===== src/rtl/mdrc_pkg.sv =====
// mdrc_pkg: shared types and constants for the magnetic detumble rate controller
// no dependencies; imported by the top level, the divider and the checker
`default_nettype none

package mdrc_pkg;

  // gain register, unsigned q16.16
  localparam int unsigned GAIN_W      = 32;
  localparam int unsigned GAIN_FRAC_W = 16;

  // moment limit register
  localparam int unsigned LIMIT_W = 15;
  localparam logic [LIMIT_W-1:0] LIMIT_RESET = 15'h7fff;

  // configuration channel
  localparam int unsigned CFG_IDX_W  = 8;
  localparam int unsigned CFG_DATA_W = 32;

  localparam int unsigned NUM_AXES = 3;

  typedef enum logic [CFG_IDX_W-1:0] {
    REG_RATE_GAIN  = 8'd0,
    REG_MAX_MOMENT = 8'd1
  } cfg_reg_e;

  typedef enum logic [4:0] {
    ST_IDLE,
    ST_GAIN_GO,
    ST_GAIN_WAIT,
    ST_MAG,
    ST_SQ_GO,
    ST_SQ_WAIT,
    ST_SUM1,
    ST_SUM2,
    ST_ROOT_GO,
    ST_ROOT_WAIT,
    ST_CMP,
    ST_SCL_GO,
    ST_SCL_WAIT,
    ST_DIV_GO,
    ST_DIV_WAIT,
    ST_FIN,
    ST_DONE
  } mdrc_state_e;

endpackage

`default_nettype wire


===== src/rtl/mdrc_sermul.sv =====
// mdrc_sermul: bit-serial shift-add multiplier, multiplier operand consumed msb first
// no package dependency; instantiated once per axis by the top level
`default_nettype none

module mdrc_sermul #(
  parameter int unsigned A_W = 32,
  parameter int unsigned B_W = 33,
  localparam int unsigned P_W   = A_W + B_W,
  localparam int unsigned CNT_W = $clog2(B_W + 1)
) (
  input  wire logic             clk_i,
  input  wire logic             rst_ni,
  input  wire logic             start_i,
  input  wire logic [CNT_W-1:0] len_i,   // number of multiplier bits to consume
  input  wire logic [A_W-1:0]   a_i,
  input  wire logic [B_W-1:0]   b_i,     // left aligned, top len_i bits are used
  output logic                  busy_o,
  output logic [P_W-1:0]        prod_o
);

  logic [A_W-1:0]   a_q;
  logic [B_W-1:0]   b_q, b_d;
  logic [P_W-1:0]   p_q, p_d;
  logic [CNT_W-1:0] cnt_q;

  // product doubles and picks up the multiplicand for each set bit
  assign p_d = {p_q[P_W-2:0], 1'b0} + (b_q[B_W-1] ? P_W'(a_q) : '0);
  assign b_d = {b_q[B_W-2:0], 1'b0};

  always_ff @(posedge clk_i or negedge rst_ni) begin
    if (!rst_ni) begin
      cnt_q <= '0;
    end else if (start_i) begin
      cnt_q <= len_i;
    end else if (cnt_q != '0) begin
      cnt_q <= cnt_q - 1'b1;
    end
  end

  always_ff @(posedge clk_i) begin
    if (start_i) begin
      a_q <= a_i;
      b_q <= b_i;
      p_q <= '0;
    end else if (cnt_q != '0) begin
      b_q <= b_d;
      p_q <= p_d;
    end
  end

  assign busy_o = (cnt_q != '0);
  assign prod_o = p_q;

endmodule

`default_nettype wire


===== src/rtl/mdrc_sqrt.sv =====
// mdrc_sqrt: digit-serial floor square root, one root bit per cycle
// no package dependency; instantiated by the top level
`default_nettype none

module mdrc_sqrt #(
  parameter int unsigned ROOT_W = 34,
  localparam int unsigned RAD_W = 2 * ROOT_W,
  localparam int unsigned CNT_W = $clog2(ROOT_W + 1)
) (
  input  wire logic              clk_i,
  input  wire logic              rst_ni,
  input  wire logic              start_i,
  input  wire logic [RAD_W-1:0]  rad_i,
  output logic                   busy_o,
  output logic [ROOT_W-1:0]      root_o
);

  logic [RAD_W-1:0]  rad_q;
  logic [ROOT_W:0]   rem_q, rem_d;
  logic [ROOT_W-1:0] root_q, root_d;
  logic [CNT_W-1:0]  cnt_q;
  logic [ROOT_W+2:0] cur, trial, diff;
  logic              ge;

  // remainder takes the next two radicand bits, trial is 4r+1
  always_comb begin
    cur    = {rem_q, rad_q[RAD_W-1 -: 2]};
    trial  = {1'b0, root_q, 2'b01};
    diff   = cur - trial;
    ge     = (cur >= trial);
    rem_d  = ge ? diff[ROOT_W:0] : cur[ROOT_W:0];
    root_d = {root_q[ROOT_W-2:0], ge};
  end

  always_ff @(posedge clk_i or negedge rst_ni) begin
    if (!rst_ni) begin
      cnt_q <= '0;
    end else if (start_i) begin
      cnt_q <= CNT_W'(ROOT_W);
    end else if (cnt_q != '0) begin
      cnt_q <= cnt_q - 1'b1;
    end
  end

  always_ff @(posedge clk_i) begin
    if (start_i) begin
      rad_q  <= rad_i;
      rem_q  <= '0;
      root_q <= '0;
    end else if (cnt_q != '0) begin
      rad_q  <= {rad_q[RAD_W-3:0], 2'b00};
      rem_q  <= rem_d;
      root_q <= root_d;
    end
  end

  assign busy_o = (cnt_q != '0);
  assign root_o = root_q;

endmodule

`default_nettype wire


===== src/rtl/mdrc_div.sv =====
// mdrc_div: restoring divider, one quotient bit per cycle, quotient of limit width
// depends on mdrc_pkg; the caller guarantees the quotient fits LIMIT_W bits
`default_nettype none

module mdrc_div #(
  parameter int unsigned NUM_W = 48,
  parameter int unsigned DEN_W = 34
) (
  input  wire logic                          clk_i,
  input  wire logic                          rst_ni,
  input  wire logic                          start_i,
  input  wire logic [NUM_W-1:0]              num_i,
  input  wire logic [DEN_W-1:0]              den_i,
  output logic                               busy_o,
  output logic [mdrc_pkg::LIMIT_W-1:0]       quot_o
);

  import mdrc_pkg::*;

  localparam int unsigned CNT_W = $clog2(LIMIT_W + 1);

  logic [DEN_W-1:0]   rem_q, rem_d, den_q;
  logic [LIMIT_W-1:0] nlo_q, q_q;
  logic [CNT_W-1:0]   cnt_q;
  logic [DEN_W:0]     cur, diff;
  logic               ge;

  always_comb begin
    cur   = {rem_q, nlo_q[LIMIT_W-1]};
    diff  = cur - {1'b0, den_q};
    ge    = (cur >= {1'b0, den_q});
    rem_d = ge ? diff[DEN_W-1:0] : cur[DEN_W-1:0];
  end

  always_ff @(posedge clk_i or negedge rst_ni) begin
    if (!rst_ni) begin
      cnt_q <= '0;
    end else if (start_i) begin
      cnt_q <= CNT_W'(LIMIT_W);
    end else if (cnt_q != '0) begin
      cnt_q <= cnt_q - 1'b1;
    end
  end

  // upper numerator bits already lie below the divisor
  always_ff @(posedge clk_i) begin
    if (start_i) begin
      rem_q <= DEN_W'(num_i[NUM_W-1:LIMIT_W]);
      nlo_q <= num_i[LIMIT_W-1:0];
      den_q <= den_i;
      q_q   <= '0;
    end else if (cnt_q != '0) begin
      rem_q <= rem_d;
      nlo_q <= {nlo_q[LIMIT_W-2:0], 1'b0};
      q_q   <= {q_q[LIMIT_W-2:0], ge};
    end
  end

  assign busy_o = (cnt_q != '0);
  assign quot_o = q_q;

endmodule

`default_nettype wire


===== src/rtl/magnetic_detumble_rate_controller_unit.sv =====
// magnetic_detumble_rate_controller_unit: b-dot detumble law with vector magnitude limit
// depends on mdrc_pkg, mdrc_sermul, mdrc_sqrt and mdrc_div
//
// usage
//   s_axis carries one magnetometer sample per transaction, m_axis one moment
//   vector per accepted sample, in the same order. the cfg channel writes the
//   gain (index 0) and the magnitude limit (index 1); it is always ready. the
//   user must write it only while no sample is in flight; the block itself does
//   not enforce this. one sample at a time: s_axis_tready_o is high only while
//   the sequencer idles, so the next sample can be accepted in the cycle after
//   the hand-over to the output. with a zero gain or an unprimed sample the answer
//   is zeros, loaded into the output register from the hand-over state, which the
//   sequencer enters straight from idle. otherwise the three axes run in lanes
//   through bit-serial multipliers (gain times difference, then squares), a
//   shared digit-serial square root and, when the limit engages, a bit-serial
//   scale and a 15-step divide per axis. the output register parts the two
//   sides: a stalled receiver holds the result while the next sample is accepted
//   and processed; the new result waits in the sequencer until the output
//   register is free. reset clears the stored sample flag, sets the gain to zero
//   and the limit to its maximum, empties the output.
`default_nettype none

module magnetic_detumble_rate_controller_unit #(
  parameter int unsigned SAMPLE_BITS = 16,
  parameter int unsigned MOMENT_BITS = 16,
  localparam int unsigned IN_W  = ((3 * SAMPLE_BITS + 7) / 8) * 8,
  localparam int unsigned OUT_W = ((3 * MOMENT_BITS + 7) / 8) * 8
) (
  input  wire logic                               clk_i,
  input  wire logic                               rst_ni,
  // input stream
  input  wire logic                               s_axis_tvalid_i,
  output logic                                    s_axis_tready_o,
  input  wire logic [IN_W-1:0]                    s_axis_tdata_i,  // field_x, field_y, field_z
  // output stream
  output logic                                    m_axis_tvalid_o,
  input  wire logic                               m_axis_tready_i,
  output logic [OUT_W-1:0]                        m_axis_tdata_o,  // moment_x, moment_y, moment_z
  // configuration writes
  input  wire logic                               cfg_valid_i,
  output logic                                    cfg_ready_o,
  input  wire logic [mdrc_pkg::CFG_IDX_W-1:0]     cfg_index_i,
  input  wire logic [mdrc_pkg::CFG_DATA_W-1:0]    cfg_data_i
);

  import mdrc_pkg::*;

  // widths of the datapath
  localparam int unsigned DIFF_W    = SAMPLE_BITS + 1;             // field difference
  localparam int unsigned GP_W      = GAIN_W + DIFF_W;             // gain product
  localparam int unsigned MAG_W     = GP_W - GAIN_FRAC_W;          // |m| before limiting
  localparam int unsigned MUL_A_W   = (GAIN_W > MAG_W) ? GAIN_W : MAG_W;
  localparam int unsigned MUL_B_W   = MAG_W;                       // covers diff and limit too
  localparam int unsigned MUL_P_W   = MUL_A_W + MUL_B_W;
  localparam int unsigned MUL_CNT_W = $clog2(MUL_B_W + 1);
  localparam int unsigned SQ_W      = 2 * MAG_W;
  localparam int unsigned ROOT_W    = MAG_W + 1;
  localparam int unsigned SUM_W     = 2 * ROOT_W;
  localparam int unsigned NUM_W     = MAG_W + LIMIT_W;
  localparam logic [MAG_W-1:0] MOM_MAX =
    MAG_W'((64'd1 << (MOMENT_BITS - 1)) - 64'd1);

  mdrc_state_e state_q, state_d;

  // configuration and stored state
  logic [GAIN_W-1:0]      rate_gain_q;
  logic [LIMIT_W-1:0]     max_moment_q;
  logic                   primed_q;
  logic [SAMPLE_BITS-1:0] last_q [NUM_AXES];

  // per-axis lanes
  logic [SAMPLE_BITS-1:0] field_in [NUM_AXES];
  logic [DIFF_W-1:0]      diff_in  [NUM_AXES];
  logic [DIFF_W-1:0]      dmag_q   [NUM_AXES];
  logic                   dneg_q   [NUM_AXES];
  logic [MAG_W-1:0]       mag_q    [NUM_AXES];
  logic [MAG_W-1:0]       mag_d    [NUM_AXES];
  logic                   mneg_q   [NUM_AXES];
  logic [MOMENT_BITS-1:0] res_q    [NUM_AXES];
  logic [MOMENT_BITS-1:0] res_d    [NUM_AXES];

  logic [MUL_A_W-1:0]     mul_a    [NUM_AXES];
  logic [MUL_B_W-1:0]     mul_b    [NUM_AXES];
  logic [MUL_P_W-1:0]     mul_p    [NUM_AXES];
  logic [MUL_CNT_W-1:0]   mul_len;
  logic                   mul_start;
  logic [NUM_AXES-1:0]    mul_busy;

  logic [LIMIT_W-1:0]     quot     [NUM_AXES];
  logic                   div_start;
  logic [NUM_AXES-1:0]    div_busy;

  logic [SUM_W-1:0]       sum_q;
  logic [ROOT_W-1:0]      root;
  logic                   sqrt_start, sqrt_busy;
  logic                   scaled_q;

  logic                   m_valid_q, m_valid_d;
  logic [OUT_W-1:0]       m_data_q, m_data_d;
  logic                   s_accept, out_load, work_path;

  assign cfg_ready_o     = 1'b1;
  assign s_axis_tready_o = (state_q == ST_IDLE);
  assign s_accept        = s_axis_tvalid_i && s_axis_tready_o;
  // a sample goes through the datapath only with a nonzero gain and a stored sample
  assign work_path       = (rate_gain_q != '0) && primed_q;

  // unpack the sample and form the per-axis difference
  always_comb begin
    for (int i = 0; i < NUM_AXES; i++) begin
      field_in[i] = s_axis_tdata_i[i*SAMPLE_BITS +: SAMPLE_BITS];
      diff_in[i]  = {field_in[i][SAMPLE_BITS-1], field_in[i]}
                  - {last_q[i][SAMPLE_BITS-1], last_q[i]};
    end
  end

  // operands for the serial multipliers, chosen by the phase that starts them
  always_comb begin
    mul_len = MUL_CNT_W'(LIMIT_W);
    for (int i = 0; i < NUM_AXES; i++) begin
      mul_a[i] = MUL_A_W'(mag_q[i]);
      mul_b[i] = {max_moment_q, {(MUL_B_W - LIMIT_W){1'b0}}};
    end
    case (state_q)
      ST_GAIN_GO: begin
        mul_len = MUL_CNT_W'(DIFF_W);
        for (int i = 0; i < NUM_AXES; i++) begin
          mul_a[i] = MUL_A_W'(rate_gain_q);
          mul_b[i] = {dmag_q[i], {(MUL_B_W - DIFF_W){1'b0}}};
        end
      end
      ST_SQ_GO: begin
        mul_len = MUL_CNT_W'(MAG_W);
        for (int i = 0; i < NUM_AXES; i++) begin
          mul_b[i] = mag_q[i];
        end
      end
      default: begin
      end
    endcase
  end

  // |m| from the gain product: floor of the negated product, so a positive
  // difference rounds its magnitude up
  always_comb begin
    logic [GP_W:0] rnd;
    rnd = '0;
    for (int i = 0; i < NUM_AXES; i++) begin
      rnd = {1'b0, mul_p[i][GP_W-1:0]} + (GP_W + 1)'({GAIN_FRAC_W{1'b1}});
      if (dneg_q[i]) begin
        mag_d[i] = mul_p[i][GP_W-1:GAIN_FRAC_W];
      end else begin
        mag_d[i] = rnd[GP_W-1:GAIN_FRAC_W];
      end
    end
  end

  // final magnitude, clamp to the symmetric output range and restore the sign
  always_comb begin
    logic [MAG_W-1:0]       fin_mag;
    logic [MOMENT_BITS-1:0] sat_lo;
    fin_mag = '0;
    sat_lo  = '0;
    for (int i = 0; i < NUM_AXES; i++) begin
      fin_mag  = scaled_q ? MAG_W'(quot[i]) : mag_q[i];
      sat_lo   = (fin_mag > MOM_MAX) ? MOM_MAX[MOMENT_BITS-1:0] : fin_mag[MOMENT_BITS-1:0];
      res_d[i] = mneg_q[i] ? (~sat_lo + 1'b1) : sat_lo;
    end
  end

  // output packing, padding bits stay zero
  always_comb begin
    m_data_d = '0;
    for (int i = 0; i < NUM_AXES; i++) begin
      m_data_d[i*MOMENT_BITS +: MOMENT_BITS] = res_q[i];
    end
  end

  // sequencer
  always_ff @(posedge clk_i or negedge rst_ni) begin
    if (!rst_ni) begin
      state_q <= ST_IDLE;
    end else begin
      state_q <= state_d;
    end
  end

  always_comb begin
    state_d    = state_q;
    mul_start  = 1'b0;
    sqrt_start = 1'b0;
    div_start  = 1'b0;
    out_load   = 1'b0;
    case (state_q)
      ST_IDLE: begin
        if (s_accept) begin
          state_d = work_path ? ST_GAIN_GO : ST_DONE;
        end
      end
      ST_GAIN_GO: begin
        mul_start = 1'b1;
        state_d   = ST_GAIN_WAIT;
      end
      ST_GAIN_WAIT: begin
        if (mul_busy == '0) begin
          state_d = ST_MAG;
        end
      end
      ST_MAG: begin
        state_d = ST_SQ_GO;
      end
      ST_SQ_GO: begin
        mul_start = 1'b1;
        state_d   = ST_SQ_WAIT;
      end
      ST_SQ_WAIT: begin
        if (mul_busy == '0) begin
          state_d = ST_SUM1;
        end
      end
      ST_SUM1: begin
        state_d = ST_SUM2;
      end
      ST_SUM2: begin
        state_d = ST_ROOT_GO;
      end
      ST_ROOT_GO: begin
        sqrt_start = 1'b1;
        state_d    = ST_ROOT_WAIT;
      end
      ST_ROOT_WAIT: begin
        if (!sqrt_busy) begin
          state_d = ST_CMP;
        end
      end
      ST_CMP: begin
        state_d = (root > ROOT_W'(max_moment_q)) ? ST_SCL_GO : ST_FIN;
      end
      ST_SCL_GO: begin
        mul_start = 1'b1;
        state_d   = ST_SCL_WAIT;
      end
      ST_SCL_WAIT: begin
        if (mul_busy == '0) begin
          state_d = ST_DIV_GO;
        end
      end
      ST_DIV_GO: begin
        div_start = 1'b1;
        state_d   = ST_DIV_WAIT;
      end
      ST_DIV_WAIT: begin
        if (div_busy == '0) begin
          state_d = ST_FIN;
        end
      end
      ST_FIN: begin
        state_d = ST_DONE;
      end
      ST_DONE: begin
        // hand over once the output register is empty or being emptied
        if (!m_valid_q || m_axis_tready_i) begin
          out_load = 1'b1;
          state_d  = ST_IDLE;
        end
      end
      default: begin
        state_d = ST_IDLE;
      end
    endcase
  end

  // configuration registers and the primed flag
  always_ff @(posedge clk_i or negedge rst_ni) begin
    if (!rst_ni) begin
      rate_gain_q  <= '0;
      max_moment_q <= LIMIT_RESET;
      primed_q     <= 1'b0;
    end else begin
      if (cfg_valid_i && cfg_ready_o) begin
        case (cfg_index_i)
          REG_RATE_GAIN:  rate_gain_q  <= cfg_data_i[GAIN_W-1:0];
          REG_MAX_MOMENT: max_moment_q <= cfg_data_i[LIMIT_W-1:0];
          default: begin
          end
        endcase
      end
      if (s_accept && (rate_gain_q != '0)) begin
        primed_q <= 1'b1;
      end
    end
  end

  // datapath registers
  always_ff @(posedge clk_i) begin
    if (s_accept) begin
      for (int i = 0; i < NUM_AXES; i++) begin
        if (rate_gain_q != '0) begin
          last_q[i] <= field_in[i];
        end
        dneg_q[i] <= diff_in[i][DIFF_W-1];
        dmag_q[i] <= diff_in[i][DIFF_W-1] ? (~diff_in[i] + 1'b1) : diff_in[i];
        // zeros answer the priming sample and a zero gain
        if (!work_path) begin
          res_q[i] <= '0;
        end
      end
    end
    case (state_q)
      ST_MAG: begin
        for (int i = 0; i < NUM_AXES; i++) begin
          mag_q[i]  <= mag_d[i];
          mneg_q[i] <= !dneg_q[i] && (dmag_q[i] != '0);
        end
      end
      ST_SUM1: begin
        sum_q <= SUM_W'(mul_p[0][SQ_W-1:0]) + SUM_W'(mul_p[1][SQ_W-1:0]);
      end
      ST_SUM2: begin
        sum_q <= sum_q + SUM_W'(mul_p[2][SQ_W-1:0]);
      end
      ST_CMP: begin
        scaled_q <= (root > ROOT_W'(max_moment_q));
      end
      ST_FIN: begin
        for (int i = 0; i < NUM_AXES; i++) begin
          res_q[i] <= res_d[i];
        end
      end
      default: begin
      end
    endcase
  end

  // output register
  assign m_valid_d = out_load || (m_valid_q && !m_axis_tready_i);

  always_ff @(posedge clk_i or negedge rst_ni) begin
    if (!rst_ni) begin
      m_valid_q <= 1'b0;
    end else begin
      m_valid_q <= m_valid_d;
    end
  end

  always_ff @(posedge clk_i) begin
    if (out_load) begin
      m_data_q <= m_data_d;
    end
  end

  assign m_axis_tvalid_o = m_valid_q;
  assign m_axis_tdata_o  = m_data_q;

  // lanes: multiplier and divider per axis
  for (genvar g = 0; g < NUM_AXES; g++) begin : g_lane
    mdrc_sermul #(
      .A_W (MUL_A_W),
      .B_W (MUL_B_W)
    ) u_mul (
      .clk_i   (clk_i),
      .rst_ni  (rst_ni),
      .start_i (mul_start),
      .len_i   (mul_len),
      .a_i     (mul_a[g]),
      .b_i     (mul_b[g]),
      .busy_o  (mul_busy[g]),
      .prod_o  (mul_p[g])
    );

    mdrc_div #(
      .NUM_W (NUM_W),
      .DEN_W (ROOT_W)
    ) u_div (
      .clk_i   (clk_i),
      .rst_ni  (rst_ni),
      .start_i (div_start),
      .num_i   (mul_p[g][NUM_W-1:0]),
      .den_i   (root),
      .busy_o  (div_busy[g]),
      .quot_o  (quot[g])
    );
  end

  // shared root of the sum of squares
  mdrc_sqrt #(
    .ROOT_W (ROOT_W)
  ) u_sqrt (
    .clk_i   (clk_i),
    .rst_ni  (rst_ni),
    .start_i (sqrt_start),
    .rad_i   (sum_q),
    .busy_o  (sqrt_busy),
    .root_o  (root)
  );

endmodule

`default_nettype wire


===== config.mk =====
export PLATFORM = sky130hd
export DESIGN_NAME = magnetic_detumble_rate_controller_unit
export DESIGN_NICKNAME = d
export VERILOG_FILES = /design/src/rtl/mdrc_pkg.sv /design/src/rtl/mdrc_sermul.sv /design/src/rtl/mdrc_sqrt.sv /design/src/rtl/mdrc_div.sv /design/src/rtl/magnetic_detumble_rate_controller_unit.sv
export SDC_FILE = /design/constraint.sdc
export NUM_CORES = 2
export LEC_CHECK = 0
export BUFFER_PORTS_ARGS = -buffer_cell sky130_fd_sc_hd__buf_4
export CAP_MARGIN = 20
export CORE_ASPECT_RATIO = 0.75
export CORE_MARGIN = 2
export CORE_UTILIZATION = 35
export DETAILED_ROUTE_END_ITERATION = 12
export PLACE_DENSITY = 0.52
export SETUP_SLACK_MARGIN = 0.4
export SLEW_MARGIN = 20
export SYNTH_ARGS = -nofsm -noshare
export SYNTH_HDL_FRONTEND = slang
export SYNTH_HIERARCHICAL = 1
export SYNTH_SLANG_ARGS = --single-unit

===== constraint.sdc =====
create_clock -name clk_i -period 10.3 [get_ports clk_i]
set_clock_uncertainty 0.2 [all_clocks]
set_input_delay 0 -clock clk_i [delete_from_list [all_inputs] [get_ports clk_i]]
set_output_delay 0 -clock clk_i [all_outputs]
set_load 0.05 [all_outputs]

Yosys cells after proc, flatten, opt, wreduce, memory -nomap -nowiden

Memories as Yosys holds them, arrays and structs flattened. A register that Yosys moved wholly into a read port is not among the register bits.
Index checks and enable logic that the tools add are counted.

Register bits: 918
RAM bits: 252
Input bits: 93
Output and inout bits: 51
Logic and storage cells: 248
Memories: 6

Memories:

| memory | depth | width | rd ports | clocked after Yosys merged registers in | write ports | line                                         | RTL |
|---|---|---|---|---|---|---|---|
| mag_q  | 3     | 33    | 3        | 0                                       | 3           | magnetic_detumble_rate_controller_unit.sv:76 | `logic [MAG_W-1:0] mag_q [NUM_AXES];` |
| dmag_q | 3     | 17    | 3        | 0                                       | 3           | magnetic_detumble_rate_controller_unit.sv:74 | `logic [DIFF_W-1:0] dmag_q [NUM_AXES];` |
| last_q | 3     | 16    | 3        | 0                                       | 3           | magnetic_detumble_rate_controller_unit.sv:69 | `logic [SAMPLE_BITS-1:0] last_q [NUM_AXES];` |
| res_q  | 3     | 16    | 3        | 3                                       | 3           | magnetic_detumble_rate_controller_unit.sv:79 | `logic [MOMENT_BITS-1:0] res_q [NUM_AXES];` |
| dneg_q | 3     | 1     | 3        | 0                                       | 3           | magnetic_detumble_rate_controller_unit.sv:75 | `logic dneg_q [NUM_AXES];` |
| mneg_q | 3     | 1     | 3        | 0                                       | 3           | magnetic_detumble_rate_controller_unit.sv:78 | `logic mneg_q [NUM_AXES];` |

Add/subtract/negate cells: 28
Magnitude comparators: 8
Eq/ne operators: 24
Mux-type cells: 90
Bitwise logic cells: 9
Reduce and logical (&&, ||, !) cells: 41

Operators by type and width:

| operator                                              | count |
|---|---|
| two-way mux 33 bit                                    | 21 |
| adder 66 bit                                          | 3 |
| one-hot mux 99 bit (2 select lines)                   | 1 |
| adder 49 x 16 -> 49 bit (second input constant)       | 3 |
| two-way mux 16 bit                                    | 9 |
| two-way mux 68 bit                                    | 2 |
| one-hot mux 68 bit (2 select lines)                   | 1 |
| greater-or-equal comparator 35 x 34 -> 1 bit          | 3 |
| two-way mux 34 bit                                    | 3 |
| subtractor 34 bit                                     | 3 |
| > comparator 33 x 15 -> 1 bit (second input constant) | 3 |
| two-way mux 98 bit                                    | 1 |
| two-way mux 15 bit                                    | 6 |
| one-hot mux 5 bit (17 select lines)                   | 1 |
| adder 68 x 66 -> 68 bit                               | 1 |
| adder 66 x 66 -> 67 bit                               | 1 |
| adder 17 x 1 -> 17 bit (second input constant)        | 3 |
| two-way mux 17 bit                                    | 3 |
| NOT 17 bit                                            | 3 |
| nonzero test 17 bit                                   | 3 |
| subtractor 16 x 16 -> 17 bit                          | 3 |
| adder 16 x 1 -> 16 bit (second input constant)        | 3 |
| two-way mux 6 bit                                     | 8 |
| NOT 16 bit                                            | 3 |
| other kinds (33)                                      | 109 |

Depth between registers and ports, before layout

An unclocked memory read counts as a cell.

Depth in word-level cells: 8
Gate-level depth with buffers: 16
Gate-level depth less buffers: 16

By module

Netlist, hierarchy kept.

By module, submodules not included:

| module                                 | times used | cells an instance | area each (um^2) |
|---|---|---|---|
| magnetic_detumble_rate_controller_unit | 1          | 3,365             | 31,007.2 |
| mdrc_sermul                            | 3          | 778               | 7,494.7 |
| mdrc_div                               | 3          | 606               | 6,145.9 |
| mdrc_sqrt                              | 1          | 814               | 7,985.2 |

Worst setup path after synthesis

Ideal clock, no wire load.

Path type: register -> register
From: register state_q[1]
To: memory mag_q[0][0] (netlist name), enable pin
Arrival: 10.382 ns
Data required time: 9.287 ns
Slack: -1.095 ns
Stages on the path, launching flop included: 4
Clock period less this slack: 11.395 ns
Path through: dfrtp_1 -> clkbuf_1 -> nand2_1 -> nor4_1

RTL lines:

| what                   | line                                          | RTL |
|---|---|---|
| start, declared        | magnetic_detumble_rate_controller_unit.sv:63  | `mdrc_state_e state_q, state_d;` |
| start signal, assigned | magnetic_detumble_rate_controller_unit.sv:184 | `state_q <= state_d;` |
| end, declared          | magnetic_detumble_rate_controller_unit.sv:76  |  |

Final worst setup path

From: register g_lane[1].u_mul.b_q[32]
To: register g_lane[1].u_mul.p_q[54]

Cells in the longest elaborated chain, start to end: 2

RTL lines:

| what                   | line              | RTL |
|---|---|---|
| start, declared        | mdrc_sermul.sv:22 | `logic [B_W-1:0] b_q, b_d;` |
| start signal, assigned | mdrc_sermul.sv:43 | `b_q <= b_i;` |
| two-way mux 33 bit     | mdrc_sermul.sv:27 | `assign p_d = {p_q[P_W-2:0], 1'b0} + (b_q[B_W-1] ? P_W'(a_q) : '0);` |
| adder 66 bit           | mdrc_sermul.sv:27 |  |
| end signal, assigned   | mdrc_sermul.sv:47 | `p_q <= p_d;` |
| end, declared          | mdrc_sermul.sv:23 | `logic [P_W-1:0] p_q, p_d;` |

No other way between the ends.
A chain may end at the register's enable or synchronous reset.

==> impl_metrics.yaml <==
die:
  die_h_microns: 418
  die_area_sq_um: 232000
  ios: 144
  coreArea_sq_um: 226000
  initial_core_util: 0.353
  floorplan.rows: 151
  die_w_microns: 556
routing:
  wl_per_cell_microns: 25.4
  dr.pass1.iters: 6
  vias: 66127
  drt_iter0_drc: 7726
  wl_microns: 296000
  drc: 0
  ant_nets: 0
  vias_per_cell: 5.68
place:
  port_buffers: 142
  dpl.cell_count: 11198
  dp_slack_ns: 5.46
  hpwlAfterDp_microns: 226000
  gp_congestion: 0.962
  place_area_sq_um: 84200
worst_setup_path:
  cp.arrival_ns: 5.43
  reg2reg_depth: 10
  critPathMaxFanout: 33
  crit_start: "g_lane[1].u_mul/b_q[32]"
  worst-r2r-setup-slack_ns: 5.36
  critPathKind: "reg2reg"
  cp-end-kind: "flop"
  critPathLaunchType: "flop"
  rr_startpoint: "g_lane[1].u_mul/b_q[32]"
  worstPathRequired_ns: 10.80
clock_network:
  cts_resized: 0
  cts_buffers: 155
  clk_latency_ns: 0.85
  ctsRootBufferMaster: "clkbuf_16"
  cts_num_sinks: 1286
  htreeDepth: 4
  path_clk_slew_ns: 0.07
  cts_tree: "done"
  cts_buffer_depth: 4
global_route:
  grt.total_usage: 0.249
  grt_pass1_wl_microns: 429000
  grt_start_max_net_pins: 124
  grt_antenna_before_repair: 29
  grt.overflow.total: 0
  grt_pass1_vias: 62038
synthesis:
  synthTopCellsByArea: "edfxtp_1 33%, dfxtp_1 7.9%, ha_1 7.0%"
  ys.flop_type: "edfxtp_1"
  synth_edf_count: 881
  synthCells: 8331
  synth_top_area_share: 0.331
  ys_async_sr_fraction: 0.0700
  synth_common_cells: "1073 x nand2_1, 881 x edfxtp_1, 727 x a21oi_1, 520 x nor2_1, 445 x ha_1"
  syn_area_sq_um: 79900
  syn_avg_cell_area_sq_um: 9.59
  yosysUniqueCellTypes: 109
  yosysTopAreaCell: "edfxtp_1"
  synth_most_common_cell: "nand2_1"
  yosys_warnings: 6
  seq_area_frac_synth: 0.438
  ys_ff_latch: 1286
pwr:
  p_sw_frac: 0.439
  p_int_mw: 16.7
  combPwrFrac: 0.481
  seqPwrFrac: 0.330
  power_mw: 29.8
  clkPwrFrac: 0.189
  ir_worst_vdd_mv: 0.199
  power_density_nw_per_um2: 327
  p_leak_nw: 36.5
  switchingPower_mw: 13.1
final_layout:
  final_cell_count_no_fill: 11651
  multi_input_area_sq_um: 42100
  stdcell_area_sq_um: 91100
  drive_gt1_frac: 0.110
  final_core_util: 0.402
  finalNetCount: 9094
  area_delta_synth_final_pct: 13.9
  fillers: 22201
  ff_latch_area_sq_um: 35000
job:
  cap_violations: 0
sta:
  final_max_slew_viol_count: 0
  min_period_ns: 4.94
  rsz0062_at_grt: "no"
  max_slew.worst_pin.slew_ns: 1.17
  fin_hold_ws_ns: 0.0404
  slew-limit-headroom: 0.221
  timing.final.hold_violations: 0
  setup_tns_ns: 0
  timing.fmax_mhz: 202
  final.setup.worst_slack_ns: 5.36
  period_share: 0.479
  setup_viol: 0
hold_path:
  whs_path_depth: 4
  min-delay-start: "cfg_index_i[6]"
  hold_path_class: "in2reg"
run_status:
  status: "finished clean"
## state kept, by name, indices dropped and copies added, names as in the netlist, 51 cells and up
| name | count |
|---|---|
| g_lane.u_div/rem_q | 102 |
| dmag_q | 51 |
| sum_q | 68 |
| g_lane.u_div/den_q | 102 |
| mag_q | 99 |
| u_sqrt/rad_q | 68 |
| g_lane.u_mul/b_q | 99 |
| g_lane.u_mul/prod_o | 198 |
| g_lane.u_mul/a_q | 99 |
## area by class of cell
class,instances,area share
diodes,6,0.000165
clock buffers,209,0.0490
clock inverters,65,0.00671
inverters,375,0.0155
multi-input cells,6297,0.462
flip-flops and latches,1286,0.385
well taps,2983,0.0410
repair buffers,430,0.0405
## timing repair
item                      4_1_cts  5_1_grt
buffers inserted                0        0
hold endpoints to repair      259        0
hold buffers                  173        0
## cells in the final DEF, fill, tap and decap left out, types with 44 or more instances in the layout
cell,Yosys,final
inv_1,369,368
dfrtp_1,75,75
mux2_2,322,322
xor2_1,247,247
a21oi_1,727,727
nand2_1,1073,1070
o211ai_1,52,52
buf_4,1,254
mux2i_1,61,61
nand4_1,138,138
o31ai_1,60,60
a21o_1,185,185
a31oi_1,62,61
o21bai_1,61,61
dlygate4sd3_1,0,173
nor2_1,520,512
dfxtp_1,315,315
nand3_1,159,158
and3_1,140,139
nor4_1,77,71
ha_1,445,445
nor3_1,123,123
a211oi_1,98,98
o21a_1,60,59
clkbuf_16,0,164
edfxtp_1,881,881
and2_1,151,150
a221o_1,55,55
xnor2_1,365,365
o21ai_0,425,425
nand2b_1,106,102
nor2b_1,75,74
or3_1,44,44
## cells by family (layout without fill, tap and decap cells)
kind of cell	after synthesis	after routing	synth area share
DFF	1286	1286	0.438
xor gates and xnor gates	612	612	0.0671
muxes	392	392	0.0543
AOI/OAI and AO/OA	2065	2065	0.164
adders and majority gates	456	456	0.0724
other	1	10	0.0000469
and+or+nand+nor	2768	2768	0.166
buffers and inverters	751	1079	0.0372
## final timing paths
kind	to
max	g_lane[1].u_mul/prod_o[54]
min	max_moment_q[6]
max reg2reg	g_lane[1].u_mul/prod_o[54]
min reg2reg	m_axis_tdata_o[9]
max in group asynchronous	g_lane[1].u_div/cnt_q[1]
min in group asynchronous	rate_gain_q[28]
## routing by layer
layer	vias to the layer above	part of all wire	global-route usage
met1	32376	0.49	0.384
met3	403	0.090	0.0516
li1	30780	-	-
met5	-	0.00018	0
met4	8	0.032	0.0705
met2	2560	0.39	0.342
## power groups by stage
stage          registers (mW)  clock network [mW]  logic, mW
2_1_floorplan            8.96                   0       10.1
5_1_grt                  9.95                5.94       15.6
3_5_place_dp             9.83                   0       13.9
6_report                 9.82                5.62       14.3
3_3_place_gp             9.82                   0       13.9
4_1_cts                  9.76                5.74       14.1
## worst max-delay path, stage by stage, from the launching register on
cell and delay [ns]:
edfxtp_1 0.78, and2_1 0.31, ha_1 0.44, nand2_1 0.12
nor4_1 0.53, inv_1 0.10, a2111oi_0 0.94, o21ai_0 0.36
a21oi_1 0.64, xor2_1 0.14, a22o_1 0.22
No activity file was read; power rests on OpenSTA's default activity.
